$ cat src/ufpm_pkg.sv
// Shared types, constants and the LED grading function for the proximity monitor.
// Depends on nothing; every other file of the block but ufpm_if imports it.
package ufpm_pkg;

  localparam int LED_COUNT = 8;
  localparam int LED_W     = 3;
  localparam int SEL_W     = 2;

  localparam logic [7:0] START_BYTE         = 8'd250;
  localparam logic [7:0] FIRST_CODE         = 8'd251;
  localparam logic [7:0] NO_DISTANCE        = 8'd255;
  localparam logic [7:0] MIN_DISTANCE_RESET = 8'd50;
  localparam logic [LED_W-1:0] LAST_LED     = 3'd7;

  typedef enum logic [1:0] {
    PH_WAIT,
    PH_CODE,
    PH_DATA
  } parse_phase_t;

  typedef enum logic [1:0] {
    EV_IDLE,
    EV_SCAN,
    EV_EMIT
  } eval_state_t;

  typedef struct packed {
    logic err;
  } eval_cmd_t;

  typedef struct packed {
    logic busy;
  } eval_status_t;

  typedef struct packed {
    logic [7:0] red;
    logic [7:0] green;
  } led_color_t;

  // Grades one distance into a colour; zero means no echo and counts as far.
  function automatic led_color_t grade(input logic [7:0] d);
    led_color_t c;
    priority if (d > 8'd200 || d == 8'd0) begin
      c = '{red: 8'd0, green: 8'd50};
    end else if (d > 8'd180) begin
      c = '{red: 8'd20, green: 8'd50};
    end else if (d > 8'd150) begin
      c = '{red: 8'd35, green: 8'd50};
    end else if (d > 8'd120) begin
      c = '{red: 8'd50, green: 8'd50};
    end else if (d > 8'd100) begin
      c = '{red: 8'd50, green: 8'd35};
    end else if (d > 8'd80) begin
      c = '{red: 8'd50, green: 8'd20};
    end else if (d > 8'd60) begin
      c = '{red: 8'd204, green: 8'd102};
    end else if (d > 8'd50) begin
      c = '{red: 8'd250, green: 8'd60};
    end else begin
      c = '{red: 8'd50, green: 8'd0};
    end
    return c;
  endfunction

endpackage

$ cat src/ufpm_if.sv
// Valid/ready channel interfaces for received bytes and LED results.
// Depends on nothing; used by the top level, the front end and the evaluator.
interface ufpm_byte_if;
  logic       valid;
  logic       ready;
  logic [7:0] rx_byte;

  modport source (output valid, output rx_byte, input ready);
  modport sink   (input valid, input rx_byte, output ready);
endinterface

interface ufpm_led_if;
  logic       valid;
  logic       ready;
  logic [2:0] led_index;
  logic [7:0] red;
  logic [7:0] green;
  logic       stop_request;
  logic       frame_error;
  logic       last;

  modport source (output valid, output led_index, output red, output green,
                  output stop_request, output frame_error, output last, input ready);
  modport sink   (input valid, input led_index, input red, input green,
                  input stop_request, input frame_error, input last, output ready);
endinterface

$ cat src/ultrasonic_frame_proximity_monitor_top.sv
// Top level of the ultrasonic frame proximity monitor.
// Depends on ufpm_pkg, ufpm_if, ufpm_cmd_fifo, ufpm_front and ufpm_back.
//
//   Channel    Direction  Payload                                      Handshake
//   byte_in    in         rx_byte[7:0]                                 valid/ready
//   led_out    out        led_index, red, green, stop_request,         valid/ready
//                         frame_error, last
//   cfg        in         cfg_wdata[7:0] (min_distance)                cfg_we, no wait
//
// A byte that completes a frame, or a bad sensor code, queues an evaluation. The
// evaluator scans the store one entry per cycle through the single store read
// port, then emits eight LED requests, one per cycle while led_out is ready.
// Reset is synchronous and clears the parser, the queue and the whole store.
// Distance bytes stall on byte_in while an evaluation is queued or running, so
// the store is never overwritten under a scan; start and ignored bytes always flow,
// and sensor code bytes flow unless two evaluations are already waiting in the queue.
module ultrasonic_frame_proximity_monitor_top
  import ufpm_pkg::*;
#(
  parameter int FRAME_BYTES  = 8,
  parameter int SENSOR_COUNT = 3
) (
  input  logic       clk,
  input  logic       rst,
  input  logic       cfg_we,
  input  logic [7:0] cfg_wdata,
  ufpm_byte_if.sink  byte_in,
  ufpm_led_if.source led_out
);

  localparam int DEPTH = SENSOR_COUNT * FRAME_BYTES;
  localparam int AW    = (DEPTH > 1) ? $clog2(DEPTH) : 1;

  // Stop threshold register.
  logic [7:0] min_distance;

  always_ff @(posedge clk) begin
    if (rst) begin
      min_distance <= MIN_DISTANCE_RESET;
    end else if (cfg_we) begin
      min_distance <= cfg_wdata;
    end
  end

  eval_cmd_t     push_cmd;
  eval_cmd_t     pop_cmd;
  logic          cmd_push;
  logic          cmd_pop;
  logic          cmd_empty;
  logic          cmd_full;
  logic          store_we;
  eval_status_t  back_status;
  logic [AW-1:0] rd_addr;
  logic [7:0]    rd_data;

  // The front end parses frames and owns the distance store.
  ufpm_front #(
    .FRAME_BYTES  (FRAME_BYTES),
    .SENSOR_COUNT (SENSOR_COUNT)
  ) u_front (
    .clk       (clk),
    .rst       (rst),
    .byte_in   (byte_in),
    .status    (back_status),
    .cmd_empty (cmd_empty),
    .cmd_full  (cmd_full),
    .cmd_push  (cmd_push),
    .cmd       (push_cmd),
    .store_we  (store_we),
    .rd_addr   (rd_addr),
    .rd_data   (rd_data)
  );

  // Pending evaluations; each carries only the frame error flag.
  ufpm_cmd_fifo u_fifo (
    .clk       (clk),
    .rst       (rst),
    .push      (cmd_push),
    .push_data (push_cmd),
    .pop       (cmd_pop),
    .pop_data  (pop_cmd),
    .empty     (cmd_empty),
    .full      (cmd_full)
  );

  // The back end finds the minima and sends the LED requests.
  ufpm_back #(
    .FRAME_BYTES  (FRAME_BYTES),
    .SENSOR_COUNT (SENSOR_COUNT)
  ) u_back (
    .clk          (clk),
    .rst          (rst),
    .min_distance (min_distance),
    .cmd_valid    (!cmd_empty),
    .cmd          (pop_cmd),
    .cmd_pop      (cmd_pop),
    .rd_addr      (rd_addr),
    .rd_data      (rd_data),
    .status       (back_status),
    .led_out      (led_out)
  );

  // The store must stay frozen while an evaluation reads it.
  assert property (@(posedge clk) disable iff (rst)
    !(store_we && (back_status.busy || !cmd_empty)))
    else $error("distance store written during an evaluation");

  // The parser never queues an evaluation into a full queue.
  assert property (@(posedge clk) disable iff (rst) !(cmd_push && cmd_full))
    else $error("evaluation command pushed into a full queue");

  // An evaluation only starts from a queued command.
  assert property (@(posedge clk) disable iff (rst)
    $rose(back_status.busy) |-> $past(cmd_pop))
    else $error("evaluator started without a queued command");

  // The closing request of an evaluation is always the last LED.
  assert property (@(posedge clk) disable iff (rst)
    (led_out.valid && led_out.last) |-> (led_out.led_index == LAST_LED))
    else $error("last flag on a request that is not the last LED");

endmodule

$ cat src/ufpm_cmd_fifo.sv
// Two-entry queue of evaluation commands between the parser and the evaluator.
// Depends on ufpm_pkg for the command type.
module ufpm_cmd_fifo
  import ufpm_pkg::*;
(
  input  logic      clk,
  input  logic      rst,
  input  logic      push,
  input  eval_cmd_t push_data,
  input  logic      pop,
  output eval_cmd_t pop_data,
  output logic      empty,
  output logic      full
);

  eval_cmd_t  slot [2];
  logic       wr_ptr;
  logic       rd_ptr;
  logic [1:0] count;

  assign empty    = (count == 2'd0);
  assign full     = (count == 2'd2);
  assign pop_data = slot[rd_ptr];

  always_ff @(posedge clk) begin
    if (rst) begin
      wr_ptr <= 1'b0;
      rd_ptr <= 1'b0;
      count  <= 2'd0;
    end else begin
      if (push && !full) begin
        slot[wr_ptr] <= push_data;
        wr_ptr       <= ~wr_ptr;
      end
      if (pop && !empty) begin
        rd_ptr <= ~rd_ptr;
      end
      count <= count + {1'b0, (push && !full)} - {1'b0, (pop && !empty)};
    end
  end

endmodule

$ cat src/ufpm_front.sv
// Frame parser and distance store: accepts bytes, fills the store, queues evaluations.
// Depends on ufpm_pkg and the ufpm_byte_if interface.
module ufpm_front
  import ufpm_pkg::*;
#(
  parameter int FRAME_BYTES  = 8,
  parameter int SENSOR_COUNT = 3,
  localparam int DEPTH = SENSOR_COUNT * FRAME_BYTES,
  localparam int AW    = (DEPTH > 1) ? $clog2(DEPTH) : 1
) (
  input  logic             clk,
  input  logic             rst,
  ufpm_byte_if.sink        byte_in,
  input  eval_status_t     status,
  input  logic             cmd_empty,
  input  logic             cmd_full,
  output logic             cmd_push,
  output eval_cmd_t        cmd,
  output logic             store_we,
  input  logic [AW-1:0]    rd_addr,
  output logic [7:0]       rd_data
);

  localparam int CNT_W = (FRAME_BYTES > 1) ? $clog2(FRAME_BYTES) : 1;

  parse_phase_t     phase, phase_next;
  logic [SEL_W-1:0] sensor_select, sensor_select_next;
  logic [CNT_W-1:0] byte_count, byte_count_next;
  logic [7:0]       store [DEPTH];

  logic             accept;
  logic             code_ok;
  logic             frame_end;
  logic [AW-1:0]    wr_addr;

  assign accept    = byte_in.valid && byte_in.ready;
  assign code_ok   = ({1'b0, byte_in.rx_byte} >= {1'b0, FIRST_CODE}) &&
                     ({1'b0, byte_in.rx_byte} < ({1'b0, FIRST_CODE} + 9'(SENSOR_COUNT)));
  assign frame_end = (byte_count == CNT_W'(FRAME_BYTES - 1));
  assign wr_addr   = AW'(AW'(sensor_select) * AW'(FRAME_BYTES) + AW'(byte_count));
  assign rd_data   = (int'(rd_addr) < DEPTH) ? store[rd_addr] : 8'd0;

  // Next state of the parser.
  always_comb begin
    phase_next         = phase;
    sensor_select_next = sensor_select;
    byte_count_next    = byte_count;
    if (accept) begin
      unique case (phase)
        PH_WAIT: begin
          phase_next = (byte_in.rx_byte == START_BYTE) ? PH_CODE : PH_WAIT;
        end
        PH_CODE: begin
          if (code_ok) begin
            phase_next         = PH_DATA;
            sensor_select_next = SEL_W'(byte_in.rx_byte - FIRST_CODE);
            byte_count_next    = '0;
          end else begin
            phase_next = PH_WAIT;
          end
        end
        PH_DATA: begin
          if (frame_end) begin
            phase_next      = PH_WAIT;
            byte_count_next = '0;
          end else begin
            byte_count_next = byte_count + 1'b1;
          end
        end
        default: phase_next = PH_WAIT;
      endcase
    end
  end

  // Handshake, store write and command push. The store may only change while
  // no evaluation is queued or running.
  always_comb begin
    byte_in.ready = 1'b1;
    store_we      = 1'b0;
    cmd_push      = 1'b0;
    cmd.err       = 1'b0;
    unique case (phase)
      PH_WAIT: byte_in.ready = 1'b1;
      PH_CODE: begin
        byte_in.ready = !cmd_full;
        cmd_push      = accept && !code_ok;
        cmd.err       = 1'b1;
      end
      PH_DATA: begin
        byte_in.ready = cmd_empty && !status.busy;
        store_we      = accept;
        cmd_push      = accept && frame_end;
      end
      default: byte_in.ready = 1'b1;
    endcase
  end

  always_ff @(posedge clk) begin
    if (rst) begin
      phase         <= PH_WAIT;
      sensor_select <= '0;
      byte_count    <= '0;
      for (int i = 0; i < DEPTH; i++) begin
        store[i] <= 8'd0;
      end
    end else begin
      phase         <= phase_next;
      sensor_select <= sensor_select_next;
      byte_count    <= byte_count_next;
      if (store_we) begin
        store[wr_addr] <= byte_in.rx_byte;
      end
    end
  end

endmodule

$ cat src/ufpm_back.sv
// Evaluator: scans the distance store for minima and emits the eight LED results.
// Depends on ufpm_pkg and the ufpm_led_if interface.
module ufpm_back
  import ufpm_pkg::*;
#(
  parameter int FRAME_BYTES  = 8,
  parameter int SENSOR_COUNT = 3,
  localparam int DEPTH = SENSOR_COUNT * FRAME_BYTES,
  localparam int AW    = (DEPTH > 1) ? $clog2(DEPTH) : 1
) (
  input  logic          clk,
  input  logic          rst,
  input  logic [7:0]    min_distance,
  input  logic          cmd_valid,
  input  eval_cmd_t     cmd,
  output logic          cmd_pop,
  output logic [AW-1:0] rd_addr,
  input  logic [7:0]    rd_data,
  output eval_status_t  status,
  ufpm_led_if.source    led_out
);

  localparam int CNT_W = (FRAME_BYTES > 1) ? $clog2(FRAME_BYTES) : 1;

  eval_state_t      state, state_next;
  logic [AW-1:0]    addr;
  logic [CNT_W-1:0] k;
  logic [SEL_W-1:0] s;
  logic [7:0]       cur_min;
  logic [7:0]       m0;
  logic             stop_acc;
  logic             err;
  logic [LED_W-1:0] led;

  logic             out_valid;
  logic [LED_W-1:0] out_index;
  led_color_t       out_color;
  logic             out_stop;
  logic             out_err;
  logic             out_last;

  logic             load;
  logic [7:0]       new_min;
  logic             sensor_end;
  logic             last_sensor;
  logic             match;
  logic [7:0]       m0_eff;
  logic [7:0]       led_dist;

  assign new_min     = (rd_data != 8'd0 && rd_data < cur_min) ? rd_data : cur_min;
  assign sensor_end  = (k == CNT_W'(FRAME_BYTES - 1));
  assign last_sensor = (s == SEL_W'(SENSOR_COUNT - 1));
  assign m0_eff      = (s == '0) ? new_min : m0;
  assign match       = (s == '0) || (new_min == m0);
  assign led_dist    = (int'(led) < FRAME_BYTES) ? rd_data : 8'd0;

  // Next state.
  always_comb begin
    state_next = state;
    unique case (state)
      EV_IDLE: if (cmd_valid) state_next = EV_SCAN;
      EV_SCAN: if (sensor_end && last_sensor) state_next = EV_EMIT;
      EV_EMIT: if (load && led == LAST_LED) state_next = EV_IDLE;
      default: state_next = EV_IDLE;
    endcase
  end

  // Outputs of the sequencer.
  always_comb begin
    cmd_pop     = 1'b0;
    rd_addr     = addr;
    load        = 1'b0;
    status.busy = (state != EV_IDLE);
    unique case (state)
      EV_IDLE: cmd_pop = cmd_valid;
      EV_SCAN: rd_addr = addr;
      EV_EMIT: begin
        rd_addr = AW'(led);
        load    = !out_valid || led_out.ready;
      end
      default: cmd_pop = 1'b0;
    endcase
  end

  always_ff @(posedge clk) begin
    if (rst) begin
      state     <= EV_IDLE;
      out_valid <= 1'b0;
    end else begin
      state <= state_next;
      if (load) begin
        out_valid <= 1'b1;
      end else if (led_out.ready) begin
        out_valid <= 1'b0;
      end
    end
  end

  always_ff @(posedge clk) begin
    unique case (state)
      EV_IDLE: begin
        if (cmd_valid) begin
          err      <= cmd.err;
          addr     <= '0;
          k        <= '0;
          s        <= '0;
          cur_min  <= NO_DISTANCE;
          stop_acc <= 1'b1;
        end
      end
      EV_SCAN: begin
        addr <= AW'(addr + 1'b1);
        if (sensor_end) begin
          k       <= '0;
          s       <= SEL_W'(s + 1'b1);
          cur_min <= NO_DISTANCE;
          led     <= '0;
          if (s == '0) begin
            m0 <= new_min;
          end
          if (last_sensor) begin
            stop_acc <= stop_acc && match && (m0_eff < min_distance);
          end else begin
            stop_acc <= stop_acc && match;
          end
        end else begin
          k       <= k + 1'b1;
          cur_min <= new_min;
        end
      end
      EV_EMIT: begin
        if (load) begin
          led       <= led + 1'b1;
          out_index <= led;
          out_color <= grade(led_dist);
          out_stop  <= stop_acc;
          out_err   <= err;
          out_last  <= (led == LAST_LED);
        end
      end
      default: ;
    endcase
  end

  assign led_out.valid        = out_valid;
  assign led_out.led_index    = out_index;
  assign led_out.red          = out_color.red;
  assign led_out.green        = out_color.green;
  assign led_out.stop_request = out_stop;
  assign led_out.frame_error  = out_err;
  assign led_out.last         = out_last;

endmodule

$ cat src/flat_wrapper.sv
// flat-port wrapper written by rule: the top's interface ports become plain ports
module ultrasonic_frame_proximity_monitor_top_flat import ufpm_pkg::*;
#(
  parameter int FRAME_BYTES  = 8,
  parameter int SENSOR_COUNT = 3
)
  (clk, rst, cfg_we, cfg_wdata, byte_in_valid, byte_in_rx_byte, byte_in_ready, led_out_valid, led_out_led_index, led_out_red, led_out_green, led_out_stop_request, led_out_frame_error, led_out_last, led_out_ready);
  ufpm_byte_if byte_in_i ();
  ufpm_led_if led_out_i ();
  input  logic clk;
  input  logic rst;
  input  logic cfg_we;
  input  logic [7:0] cfg_wdata;
  input wire logic [$bits(byte_in_i.valid)-1:0] byte_in_valid;
  input wire logic [$bits(byte_in_i.rx_byte)-1:0] byte_in_rx_byte;
  output wire logic [$bits(byte_in_i.ready)-1:0] byte_in_ready;
  output wire logic [$bits(led_out_i.valid)-1:0] led_out_valid;
  output wire logic [$bits(led_out_i.led_index)-1:0] led_out_led_index;
  output wire logic [$bits(led_out_i.red)-1:0] led_out_red;
  output wire logic [$bits(led_out_i.green)-1:0] led_out_green;
  output wire logic [$bits(led_out_i.stop_request)-1:0] led_out_stop_request;
  output wire logic [$bits(led_out_i.frame_error)-1:0] led_out_frame_error;
  output wire logic [$bits(led_out_i.last)-1:0] led_out_last;
  input wire logic [$bits(led_out_i.ready)-1:0] led_out_ready;
  assign byte_in_i.valid = byte_in_valid;
  assign byte_in_i.rx_byte = byte_in_rx_byte;
  assign byte_in_ready = byte_in_i.ready;
  assign led_out_valid = led_out_i.valid;
  assign led_out_led_index = led_out_i.led_index;
  assign led_out_red = led_out_i.red;
  assign led_out_green = led_out_i.green;
  assign led_out_stop_request = led_out_i.stop_request;
  assign led_out_frame_error = led_out_i.frame_error;
  assign led_out_last = led_out_i.last;
  assign led_out_i.ready = led_out_ready;
  ultrasonic_frame_proximity_monitor_top #(.FRAME_BYTES(FRAME_BYTES), .SENSOR_COUNT(SENSOR_COUNT)) u_core (.clk(clk), .rst(rst), .cfg_we(cfg_we), .cfg_wdata(cfg_wdata), .byte_in(byte_in_i), .led_out(led_out_i));
endmodule
$ cat config.mk
export PLATFORM = sky130hd
export DESIGN_NAME = ultrasonic_frame_proximity_monitor_top_flat
export DESIGN_NICKNAME = d
export VERILOG_FILES = /design/src/ufpm_pkg.sv /design/src/ufpm_if.sv /design/src/ultrasonic_frame_proximity_monitor_top.sv /design/src/ufpm_cmd_fifo.sv /design/src/ufpm_front.sv /design/src/ufpm_back.sv /design/src/flat_wrapper.sv
export SDC_FILE = /design/constraint.sdc
export NUM_CORES = 1
export LEC_CHECK = 0
export BUFFER_PORTS_ARGS = -buffer_cell sky130_fd_sc_hd__buf_2
export CAP_MARGIN = 20
export CORE_MARGIN = 2
export CORE_UTILIZATION = 56
export CTS_CLUSTER_DIAMETER = 200
export CTS_CLUSTER_SIZE = 14
export DETAILED_ROUTE_END_ITERATION = 7
export GPL_TIMING_DRIVEN = 0
export PLACE_DENSITY = 0.76
export SLEW_MARGIN = 20
export SYNTH_ARGS = -nofsm -noshare
export SYNTH_HDL_FRONTEND = slang
export SYNTH_SLANG_ARGS = --single-unit
$ cat constraint.sdc
create_clock -name clk -period 4.7 [get_ports clk]
set_input_delay 1.41 -clock clk [delete_from_list [all_inputs] [get_ports clk]]
set_output_delay 1.41 -clock clk [all_outputs]
set_load 0.005 [all_outputs]
==> results of run 1 <==
## cell usage in the layout (no fill, tap or decap), types with 9 or more instances in the layout
| cell type | count |
|---|---|
| nand3_1 | 18 |
| o21ai_0 | 17 |
| xor2_1 | 9 |
| nand2_1 | 64 |
| dfxtp_1 | 20 |
| nand4_1 | 11 |
| buf_2 | 50 |
| mux2i_1 | 61 |
| o211a_1 | 9 |
| buf_4 | 41 |
| edfxtp_1 | 243 |
| clkbuf_1 | 56 |
| mux4_2 | 12 |
| a21oi_1 | 15 |
| nor3_1 | 31 |
| inv_1 | 42 |
| clkbuf_16 | 22 |
| o21ai_1 | 21 |
| nand2b_1 | 11 |
| nor2_1 | 77 |
| a21oi_2 | 9 |
| ha_1 | 27 |
| o211ai_1 | 22 |
| and2_1 | 178 |
## sequential cells by signal, summed over array words and instances (netlist names), 2 cells and up
name and flops:
u_core.u_front.store 192, u_core.min_distance 8, u_core.u_back.cur_min 8, u_core.u_back.m0 8
u_core.u_back.led_out.green 7, u_core.u_back.addr 5, u_core.u_back.led_out.red 5, u_core.u_back.k 3
u_core.u_back.led 3, u_core.u_back.led_out.led_index 3, u_core.u_front.byte_count 3, u_core.u_back.s 2
u_core.u_back.state 2, u_core.u_fifo.count 2, u_core.u_fifo.slot 2, u_core.u_front.phase 2
u_core.u_front.sensor_select 2
## path summary, 6_finish.rpt
kind	start	endpoint	slack, ns	cells after the start
worst max register to register	u_core.u_back.led[0]	u_core.u_back.stop_acc	-0.67	28
worst min-delay path	u_core.u_back.err	u_core.u_back.led_out.frame_error	0.43	0
worst min register to register	u_core.u_back.err	u_core.u_back.led_out.frame_error	0.43	0
worst max-delay path	u_core.u_back.led[0]	u_core.u_back.stop_acc	-0.67	28
## synthesized netlist by cell type, types with 11 or more instances
cell,instances
edfxtp_1,243
and2_1,179
nor2_1,81
mux2i_1,67
nand2_1,67
clkbuf_1,43
inv_1,43
o21ai_0,40
ha_1,33
nor3_1,31
a21oi_1,23
dfxtp_1,22
o211ai_1,22
nand3_1,19
mux4_2,12
nand2b_1,11
nand4_1,11
## power breakdown
group | internal, W | switching (W) | total, W
clock network | 0.000887 | 0.000830 | 0.00172
registers | 0.00289 | 0.000122 | 0.00301
logic | 0.00182 | 0.00257 | 0.00440
total | 0.00560 | 0.00352 | 0.00912
## repair_timing
action	in CTS	in global routing
gates resized for setup	59	27
hold buffers	0	0
pin swaps	17	19
gates cloned	0	0
buffers inserted	24	11
endpoints found under the setup margin	17	4
## stage by stage
step / cells / hold WS (ns) / total power, W / instance area [sq um]
after floorplan: 1134 / 0.400 / 0.00557 / 13600
after global placement: 1496 / 0.406 / 0.00649 / 14300
after detailed placement: 1500 / 0.407 / 0.00658 / 14300
after CTS: 1563 / 0.433 / 0.00872 / 15300
after global routing: 1574 / 0.433 / 0.00951 / 15500
final: 1574 / 0.430 / 0.00912 / 15500
## metal layers
layer | routed length, um | track usage | share of wire
met5 | 0 | 0 | 0
met4 | 1710 | 0.106 | 0.046
met3 | 3940 | 0.0623 | 0.11
met2 | 17500 | 0.474 | 0.48
met1 | 13600 | 0.374 | 0.37
## area by class of cell
cell class | instances | share of cell area
buffer | 71 | 0.0296
clock buffer | 39 | 0.0396
clock inverter | 1 | 0.00105
inverter | 46 | 0.0121
multi-input combinational | 751 | 0.360
sequential | 265 | 0.499
tap | 319 | 0.0257
timing repair buffer | 82 | 0.0324
## worst register-to-register path, delay by kind of cell, from the launching register on
kind            cells  cell delay, ns
compound gates     12            1.40
fa+ha+maj           2            0.51
buf+inv             5            1.19
flops               1            0.44
mux                 1            0.27
simple gates        8            1.42
## cell families after synthesis
kind of cell,count (synthesis),share of synthesized area
AND/OR/NAND/NOR,443,0.179
flip-flops,265,0.570
AO/OA/AOI/OAI,166,0.0886
buffers and inverters,118,0.0405
multiplexers,91,0.0808
adder cells (fa/ha/maj),33,0.0304
XOR/XNOR,17,0.0110
other,1,0.000276
==> key figures, run 1 <==
Status
  – Status: finished with violations
  – Failing checks: setup timing

Clocking
  – CTS buffer count: 22
  – Clk buf depth: 3
  – CTS tree: built
  – H-tree levels: 1
  – Clock latency on the worst-skew pair: 0.54 ns
  – Root Buffer: clkbuf_16
  – CTS sink count: 265
  – Clock transition at path regs: 0.07 ns

Floorplanning
  – Die ar.: 25,500 sq um
  – Die W: 160 um
  – Core Region: 23,600 sq um
  – Boundary pin count: 45
  – Starting Density: 0.575
  – Die Ht: 160 um
  – Cell Rows: 56

Synthesis
  – FF+latch count, synth: 265
  – Distinct cell type count after synthesis: 80
  – Ys async rst share: 0
  – Synth top area share: 0.537
  – Top post-synthesis cells by area: edfxtp_1 (54%), and2_1 (8.2%), mux2i_1 (4.9%)
  – Mapped cell area: 13,600 sq um
  – Top FF cell, synth: edfxtp_1
  – Post-synthesis sequential area ratio: 0.570
  – Synthesized area per cell: 12.0 sq um
  – Post-synth EDFFs: 243
  – Syn Inst Count: 1,134
  – Syn Nets: 1,188
  – Cell taking the most area after synthesis: edfxtp_1
  – Total number of yosys warnings: 0

Pwr
  – Pwr Density: 588 nW/um^2
  – Leak: 5.97 nW
  – Max VDD drop: 448 uV

Finish
  – Fill count: 1,724
  – # nets final: 1,293
  – Area occupied by multi-input gates: 5590 sq um
  – Sequential cell area: 7740 sq um
  – Final core occ: 0.657
  – Ant. Diodes: 0
  – Share of layout cells above drive strength 1: 0.181
  – Area growth syn-to-layout: 14.2%

STA
  – RSZ-0062 raised after global routing: yes
  – Fmax achieved: 186 MHz
  – Worst slew margin: 0.294
  – Fin. Hold Viols: 0
  – Final setup fails: 1
  – Final slew viol count: 0
  – Part of the cycle the worst path needs: 1.14
  – Clock skew: 0.0347 ns
  – Setup ws final: -0.672 ns
  – Setup TNS Final: -0.672 ns
  – Slew @ Worst Pin: 1.06 ns
  – Fin crit period: 5.37 ns

Global route
  – First-pass GRT wire length: 56,000 um
  – Pin count of the biggest net entering global routing: 20
  – Total track usage: 0.287
  – Initial antenna violation count: 0
  – Congestion Overflow GR: 0
  – Vias in the first global route: 9,635

Drt
  – Vias per cell: 6.22
  – Antenna Nets Post-Route: 0
  – Remaining DRCs: 0
  – Vias: 9,789
  – Wire per inst: 23.3 um
  – DRT Pass-1 Iters: 7
  – Routed WL: 36,700 um
  – DR iter-0 viols: 1,310

Place
  – Routability Congestion: 0.926
  – Post-place setup slack: -1.40 ns
  – Buffers on Ports: 43
  – HPWL after detailed placement: 25,400 um

Setup path
  – Crit-path slowest cell: nor4_1
  – Worst setup SP type: register
  – Buf/Inv on CP: 5
  – Worst-path maximum fanout: 10
  – Arr. time, crit path: 5.73 ns
  – Cell class contributing the biggest share of worst-path delay: simple AND/OR/NAND/NOR gates
  – Setup crit end kind: register
  – CP required: 5.06 ns
  – Crit-path max cell delay: 0.67 ns
  – Kind of critical path: register to register
  – CP most frequent cell: a21oi_2

Worst hold path
  – Hold Path Class: register to register

Flow run
  – Max-cap violations: 0
Power figures use the tool's default switching activity.
==> run 2, diff against run 1 <==
PLACE_DENSITY = 0.79   (was 0.76)
==> run 2 against run 1 <==
Net effect:
- the run ends with DRC, setup timing left
- sequential power about the same
- flip-flop and latch count stayed put
- first-iteration DRC count is 4.4% lower
- critical endpoint unchanged
- largest power group unchanged
==> key figures, run 2 (synthesis gave the netlist of run 1 again) <==
Setup path
  – Worst-path maximum fanout: 10 (unchanged)
  – CP required: 5.06 ns (about the same)
  – Kind of critical path: register to register
  – Worst setup SP type: register
  – Arr. time, crit path: 5.61 ns (-0.12 ns)
  – Crit-path slowest cell: edfxtp_1
  – Cell class contributing the biggest share of worst-path delay: compound AO/OA/AOI/OAI gates
  – Setup crit end kind: register
  – Buf/Inv on CP: 5 (unchanged)
  – Crit-path max cell delay: 0.44 ns (-0.23 ns)

STA
  – Slew @ Worst Pin: 1.07 ns (+0.00788 ns)
  – Clock skew: 0.0243 ns (-0.0105 ns)
  – RSZ-0062 raised after global routing: yes
  – Fin. Hold Viols: 0 (unchanged)
  – Setup TNS Final: -0.783 ns (-0.111 ns)
  – Setup ws final: -0.556 ns (+0.116 ns)
  – Fin crit period: 5.26 ns (-0.116 ns)
  – Fmax achieved: 190 MHz (+2.2%)
  – Final setup fails: 3 (+2)
  – Final slew viol count: 0 (unchanged)
  – Worst slew margin: 0.281 (-0.0128)
  – Part of the cycle the worst path needs: 1.12 (-0.0247)

Place
  – Routability Congestion: 0.956 (+3.2%)
  – Placed Cells: 1,498 (-0.13%)
  – Buffers on Ports: 43 (unchanged)
  – HPWL after detailed placement: 24,700 um (-2.9%)
  – Post-place setup slack: -1.32 ns (+0.0831 ns)

Finish
  – Max reg flops: 192 (unchanged)
  – Commonest non-fill, non-tap cell in the layout: edfxtp_1
  – Highest-count cells in the layout ignoring fill and taps: edfxtp_1 (243), and2_1 (178), nor2_1 (78)
  – Sequential cell area: 7740 sq um (about the same)
  – Top reg by flops: u_core.u_front.store
  – Area occupied by multi-input gates: 5520 sq um (-1.4%)
  – Fill count: 1,760 (+2.1%)
  – Final Non-Filler Cells: 1,573 (-0.064%)
  – Area growth syn-to-layout: 13.7%
  – Final core occ: 0.654 (-0.00318)
  – Ant. Diodes: 0 (unchanged)
  – # nets final: 1,292 (-0.077%)
  – Share of layout cells above drive strength 1: 0.175 (-0.00544)

Clocking
  – CTS tree: built
  – Clock transition at path regs: 0.07 ns (about the same)
  – Clock latency on the worst-skew pair: 0.54 ns (about the same)
  – Root Buffer: clkbuf_16
  – CTS buffer count: 22 (unchanged)
  – CTS sink count: 265 (unchanged)
  – Clk buf depth: 3 (unchanged)
  – H-tree levels: 1 (unchanged)

Global route
  – Vias in the first global route: 9,354 (-2.9%)
  – Initial antenna violation count: 0 (unchanged)
  – Total track usage: 0.279 (-0.00818)
  – First-pass GRT wire length: 54,100 um (-3.5%)
  – Congestion Overflow GR: 0 (unchanged)
  – Pin count of the biggest net entering global routing: 20 (unchanged)

Drt
  – Remaining DRCs: 1 (+1)
  – Max Used Layer: met4
  – DR WL met3: 3860 um (-2.0%)
  – Wire per inst: 22.7 um (-2.9%)
  – Vias: 9,648 (-1.4%)
  – Routed WL: 35,700 um (-2.9%)
  – Met2 wire length: 16,700 um (-4.4%)
  – Metal-1 WL: 13,500 um (-0.71%)
  – DRT Pass-1 Iters: 8 (+1)
  – Antenna Nets Post-Route: 0 (unchanged)
  – Vias per cell: 6.13 (-1.4%)
  – DR iter-0 viols: 1,252 (-4.4%)

Floorplanning
  – Die Ht: 160 um (unchanged)
  – Core Region: 23,600 sq um (unchanged)
  – Die ar.: 25,500 sq um (unchanged)
  – Cell Rows: 56 (unchanged)
  – Die W: 160 um (unchanged)
  – Boundary pin count: 45 (unchanged)
  – Starting Density: 0.575 (unchanged)

Pwr
  – Max VDD drop: 473 uV (+5.4%)
  – Leak: 5.95 nW (-0.27%)
  – Pwr Density: 588 nW/um^2 (about the same)

Status
  – Failing checks: DRC, setup timing
  – Status: finished with violations

Worst hold path
  – Hold Path Class: register to register

Flow run
  – Max-cap violations: 0 (unchanged)
-- run 2: layout make-up --
class                      instances  area share
multi-input combinational        751       0.357
timing repair buffer              83      0.0348
clock buffer                      39      0.0398
clock inverter                     1     0.00105
inverter                          46      0.0123
buffer                            69      0.0276
tap                              319      0.0258
sequential                       265       0.501
-- run 2: worst paths after layout --
path                                      startpoint                                end  slack (ns)  cells past startpoint
worst min register to register     u_core.u_back.err  u_core.u_back.led_out.frame_error        0.43                      0
worst min-delay path               u_core.u_back.err  u_core.u_back.led_out.frame_error        0.43                      0
worst max register to register  u_core.u_back.led[2]             u_core.u_back.stop_acc       -0.56                     26
worst max-delay path            u_core.u_back.led[2]             u_core.u_back.stop_acc       -0.56                     26
-- run 2: what timing repair did --
action,CTS,global route
buffers inserted,31,9
gates resized for setup,60,17
hold buffers,0,0
setup endpoints to repair,17,4
pin swaps,15,15
-- run 2: stage by stage --
stage | power, W | hold slack, ns | cell area (sq um)
final | 0.00907 | 0.434 | 15400
after global routing | 0.00945 | 0.434 | 15400
after CTS | 0.00882 | 0.433 | 15300
after detailed placement | 0.00655 | 0.407 | 14300
after global placement | 0.00648 | 0.406 | 14300
after floorplan | 0.00557 | 0.400 | 13600
-- run 2: power by group --
part | switching (W) | leakage [nW] | internal, W
registers | 0.000124 | 2.63 | 0.00289
clock network | 0.000843 | 0.298 | 0.000887
logic | 0.00251 | 3.03 | 0.00182
-- run 2: routing by layer --
layer	vias to the layer above	global-route usage
li1	4324	-
met1	4609	0.375
met2	608	0.460
met3	107	0.0449
met4	0	0.102
met5	-	0
==> run 3, diff against run 2 <==
--- a/config.mk
+++ b/config.mk
@@ -9,10 +9,9 @@
 export CAP_MARGIN = 20
 export CORE_MARGIN = 2
-export CORE_UTILIZATION = 56
+export CORE_UTILIZATION = 60
 export CTS_CLUSTER_DIAMETER = 200
-export CTS_CLUSTER_SIZE = 14
 export DETAILED_ROUTE_END_ITERATION = 7
 export GPL_TIMING_DRIVEN = 0
-export PLACE_DENSITY = 0.79
+export PLACE_DENSITY = 0.8
 export SLEW_MARGIN = 20
 export SYNTH_ARGS = -nofsm -noshare
==> constraint.sdc (replaced) <==
create_clock -name clk -period 5.8 [get_ports clk]
set_input_delay 1.74 -clock clk [delete_from_list [all_inputs] [get_ports clk]]
set_output_delay 1.74 -clock clk [all_outputs]
set_load 0.02 [all_outputs]
==> run 3 against run 2 <==
Net effect:
- the run now ends clean
- flip-flop and latch count stayed put
- combinational power is 30% lower
- final area is 0.53% lower
- core utilization is 3.1 points higher
- wire length is 1.4% lower
- maximum frequency is 4.9% lower
- register-to-register slack better by 0.83 ns
- worst setup slack better by 0.83 ns
- first-iteration DRC count is 23% higher
- sequential share of layout area is 0.26 points higher
- clock power is 3% higher
- critical path type unchanged
- largest cell class unchanged
==> key figures, run 3 (synthesis gave the netlist of run 1 again) <==
Floorplanning
  – Die Ht: 154 um (-3.3%)
  – Die ar.: 23,900 sq um (-6.5%)
  – Core Region: 22,400 sq um (-5.0%)
  – Boundary pin count: 45 (unchanged)
  – Cell Rows: 55 (-1.8%)
  – Die W: 154 um (-3.3%)
  – Starting Density: 0.606 (+0.0302)

Finish
  – Highest-count cells in the layout ignoring fill and taps: edfxtp_1 (243), and2_1 (178), nor2_1 (81)
  – Area growth syn-to-layout: 13.1%
  – Top reg by flops: u_core.u_front.store
  – Final core occ: 0.685 (+0.0307)
  – Max reg flops: 192 (unchanged)
  – Share of layout cells above drive strength 1: 0.154 (-0.0212)
  – Commonest non-fill, non-tap cell in the layout: edfxtp_1
  – Ant. Diodes: 0 (unchanged)
  – # nets final: 1,277 (-1.2%)

Drt
  – Vias: 9,564 (-0.87%)
  – Wire per inst: 23.0 um (+1.4%)
  – DRT Pass-1 Iters: 6 (-2)
  – DR WL met3: 3960 um (+2.5%)
  – DR iter-0 viols: 1,539 (+23%)
  – Remaining DRCs: 0 (-1)
  – Met2 wire length: 16,800 um (+0.27%)
  – Max Used Layer: met4
  – Antenna Nets Post-Route: 0 (unchanged)
  – Routed WL: 35,200 um (-1.4%)
  – Metal-1 WL: 13,000 um (-3.9%)
  – Vias per cell: 6.25 (+1.9%)

Setup path
  – Setup crit end kind: register
  – CP most frequent cell: o21a_1
  – Origin of the critical flop-to-flop path: u_core.u_back.led[2]
  – Worst setup SP type: register
  – Kind of critical path: register to register
  – Crit-path slowest cell: a21oi_1
  – R2r endpoint: u_core.u_back.stop_acc
  – Setup slack, reg-to-reg: 0.27 ns (+0.83 ns)
  – Worst-path maximum fanout: 10 (unchanged)
  – CP cell instances: and3b_2, buf_4, a21oi_1, a2111oi_1, a221oi_1, a211oi_4, inv_1, ha_1, nand4_1, nor2_1, o21a_1, a21oi_2, nand2_4, buf_6, mux2i_1, mux2i_2, ha_1, o21a_1, o21ai_0, a21oi_1, o21a_1, o31ai_2
  – Worst Reg-to-Reg Cells: 22 (-15%)
  – CP required: 6.17 ns (+1.11 ns)
  – Crit-path max cell delay: 0.79 ns (+0.35 ns)
  – Arr. time, crit path: 5.90 ns (+0.29 ns)

Worst hold path
  – Hold depth: 0 (unchanged)
  – Hold Path End: u_core.u_back.led_out.stop_request
  – Hold Path Class: register to register
  – HP Start: u_core.u_back.stop_acc

Status
  – Status: complete, no violations

STA
  – Setup TNS Final: 0 ns (+0.783 ns)
  – Worst slew margin: 0.258 (-0.0230)
  – Final slew viol count: 0 (unchanged)
  – Clock skew: 0.0217 ns (-0.00258 ns)
  – WHS: 0.454 ns (+0.0199 ns)
  – Final setup fails: 0 (-3)
  – Fin. Hold Viols: 0 (unchanged)
  – Fmax achieved: 181 MHz (-4.9%)
  – Fin crit period: 5.53 ns (+0.272 ns)
  – RSZ-0062 raised after global routing: no
  – Part of the cycle the worst path needs: 0.953 (-0.165)
  – Slew @ Worst Pin: 1.10 ns (+0.0341 ns)

Place
  – Routability Congestion: 0.982 (+2.7%)
  – Buffers on Ports: 43 (unchanged)
  – HPWL after detailed placement: 24,800 um (+0.53%)

Clocking
  – Clk buf depth: 3 (unchanged)
  – CTS tree: built
  – CTS sink count: 265 (unchanged)
  – Clock transition at path regs: 0.06 ns (about the same)
  – Clock latency on the worst-skew pair: 0.56 ns (+0.02 ns)
  – CTS buffer count: 28 (+27%)
  – H-tree levels: 1 (unchanged)
  – Cts hold-fix bufs: 0 (unchanged)
  – Root Buffer: clkbuf_16

Pwr
  – Max VDD drop: 276 uV (-42%)
  – Total power: 0.00728 W (-20%)
  – Leak: 5.96 nW (+0.22%)
  – Pwr Density: 474 nW/um^2 (-19%)

Flow run
  – Max-cap violations: 0 (unchanged)

Global route
  – Vias in the first global route: 9,409 (+0.59%)
  – First-pass GRT wire length: 53,400 um (-1.2%)
  – Pin count of the biggest net entering global routing: 20 (unchanged)
  – Initial antenna violation count: 0 (unchanged)
  – Congestion Overflow GR: 0 (unchanged)
  – Total track usage: 0.296 (+0.0175)
run 3: cell types whose count changed in the layout (fill, tap and decap cells not counted), sizes merged:
cell,previous run,this run
clkinv,4,9
clkinvlp,0,1
bufinv,0,2
buf,107,84
inv,43,44
clkbuf,84,89
run 3: where the power goes:
group	internal (W)	switching [W]	leakage (nW)
logic	0.00118	0.00186	2.88
registers	0.00234	0.000102	2.63
clock network	0.00106	0.000735	0.454
run 3: critical path: cells and delay by family, from the launching register on:
kind | cells | cell delay [ns]
AO/OA/AOI/OAI | 11 | 2.86
adder cells (fa/ha/maj) | 2 | 0.56
buffers and inverters | 3 | 0.51
flip-flops | 1 | 0.50
multiplexers | 2 | 0.40
AND/OR/NAND/NOR | 4 | 0.51
run 3: what timing repair did:
item	in CTS	in global routing
gates resized for setup	13	33
pin swaps	3	7
endpoints found under the setup margin	1	1
setup buffers	4	12
run 3: per-layer routing:
| metal | vias up | GRT usage |
|---|---|---|
| met4 | 0 | 0.118 |
| li1 | 4312 | - |
| met2 | 572 | 0.489 |
| met3 | 106 | 0.0656 |
| met1 | 4574 | 0.385 |
| met5 | - | 0 |
run 3: final cells by class:
class,count,area (sq um)
fill,1621,7070
tap,285,357
clock inverter,10,113
multi-input combinational,751,5370
inverter,46,175
clock buffer,42,813
sequential,265,7740
buffer,71,439
timing repair buffer,60,353
run 3: metrics by stage:
step | instances | instance area, sq um | setup slack (ns)
final | 1530 | 15400 | 0.272
after global routing | 1530 | 15400 | 0.0261
after CTS | 1518 | 15100 | 0.00969
after detailed placement | 1463 | 14200 | -0.572
after global placement | 1462 | 14200 | -0.480
after floorplan | 1134 | 13600 | 0.691
run 3: worst max-delay path by stage:
stage,from,endpoint
final,u_core.u_back.led[2],u_core.u_back.stop_acc
after CTS,u_core.u_back.addr[0],u_core.u_back.stop_acc
after detailed placement,u_core.u_back.addr[0],u_core.u_back.stop_acc
after floorplan,u_core.u_back.addr[0],u_core.u_back.stop_acc
after global routing,u_core.u_back.addr[2],u_core.u_back.stop_acc
after global placement,u_core.u_back.addr[0],u_core.u_back.stop_acc
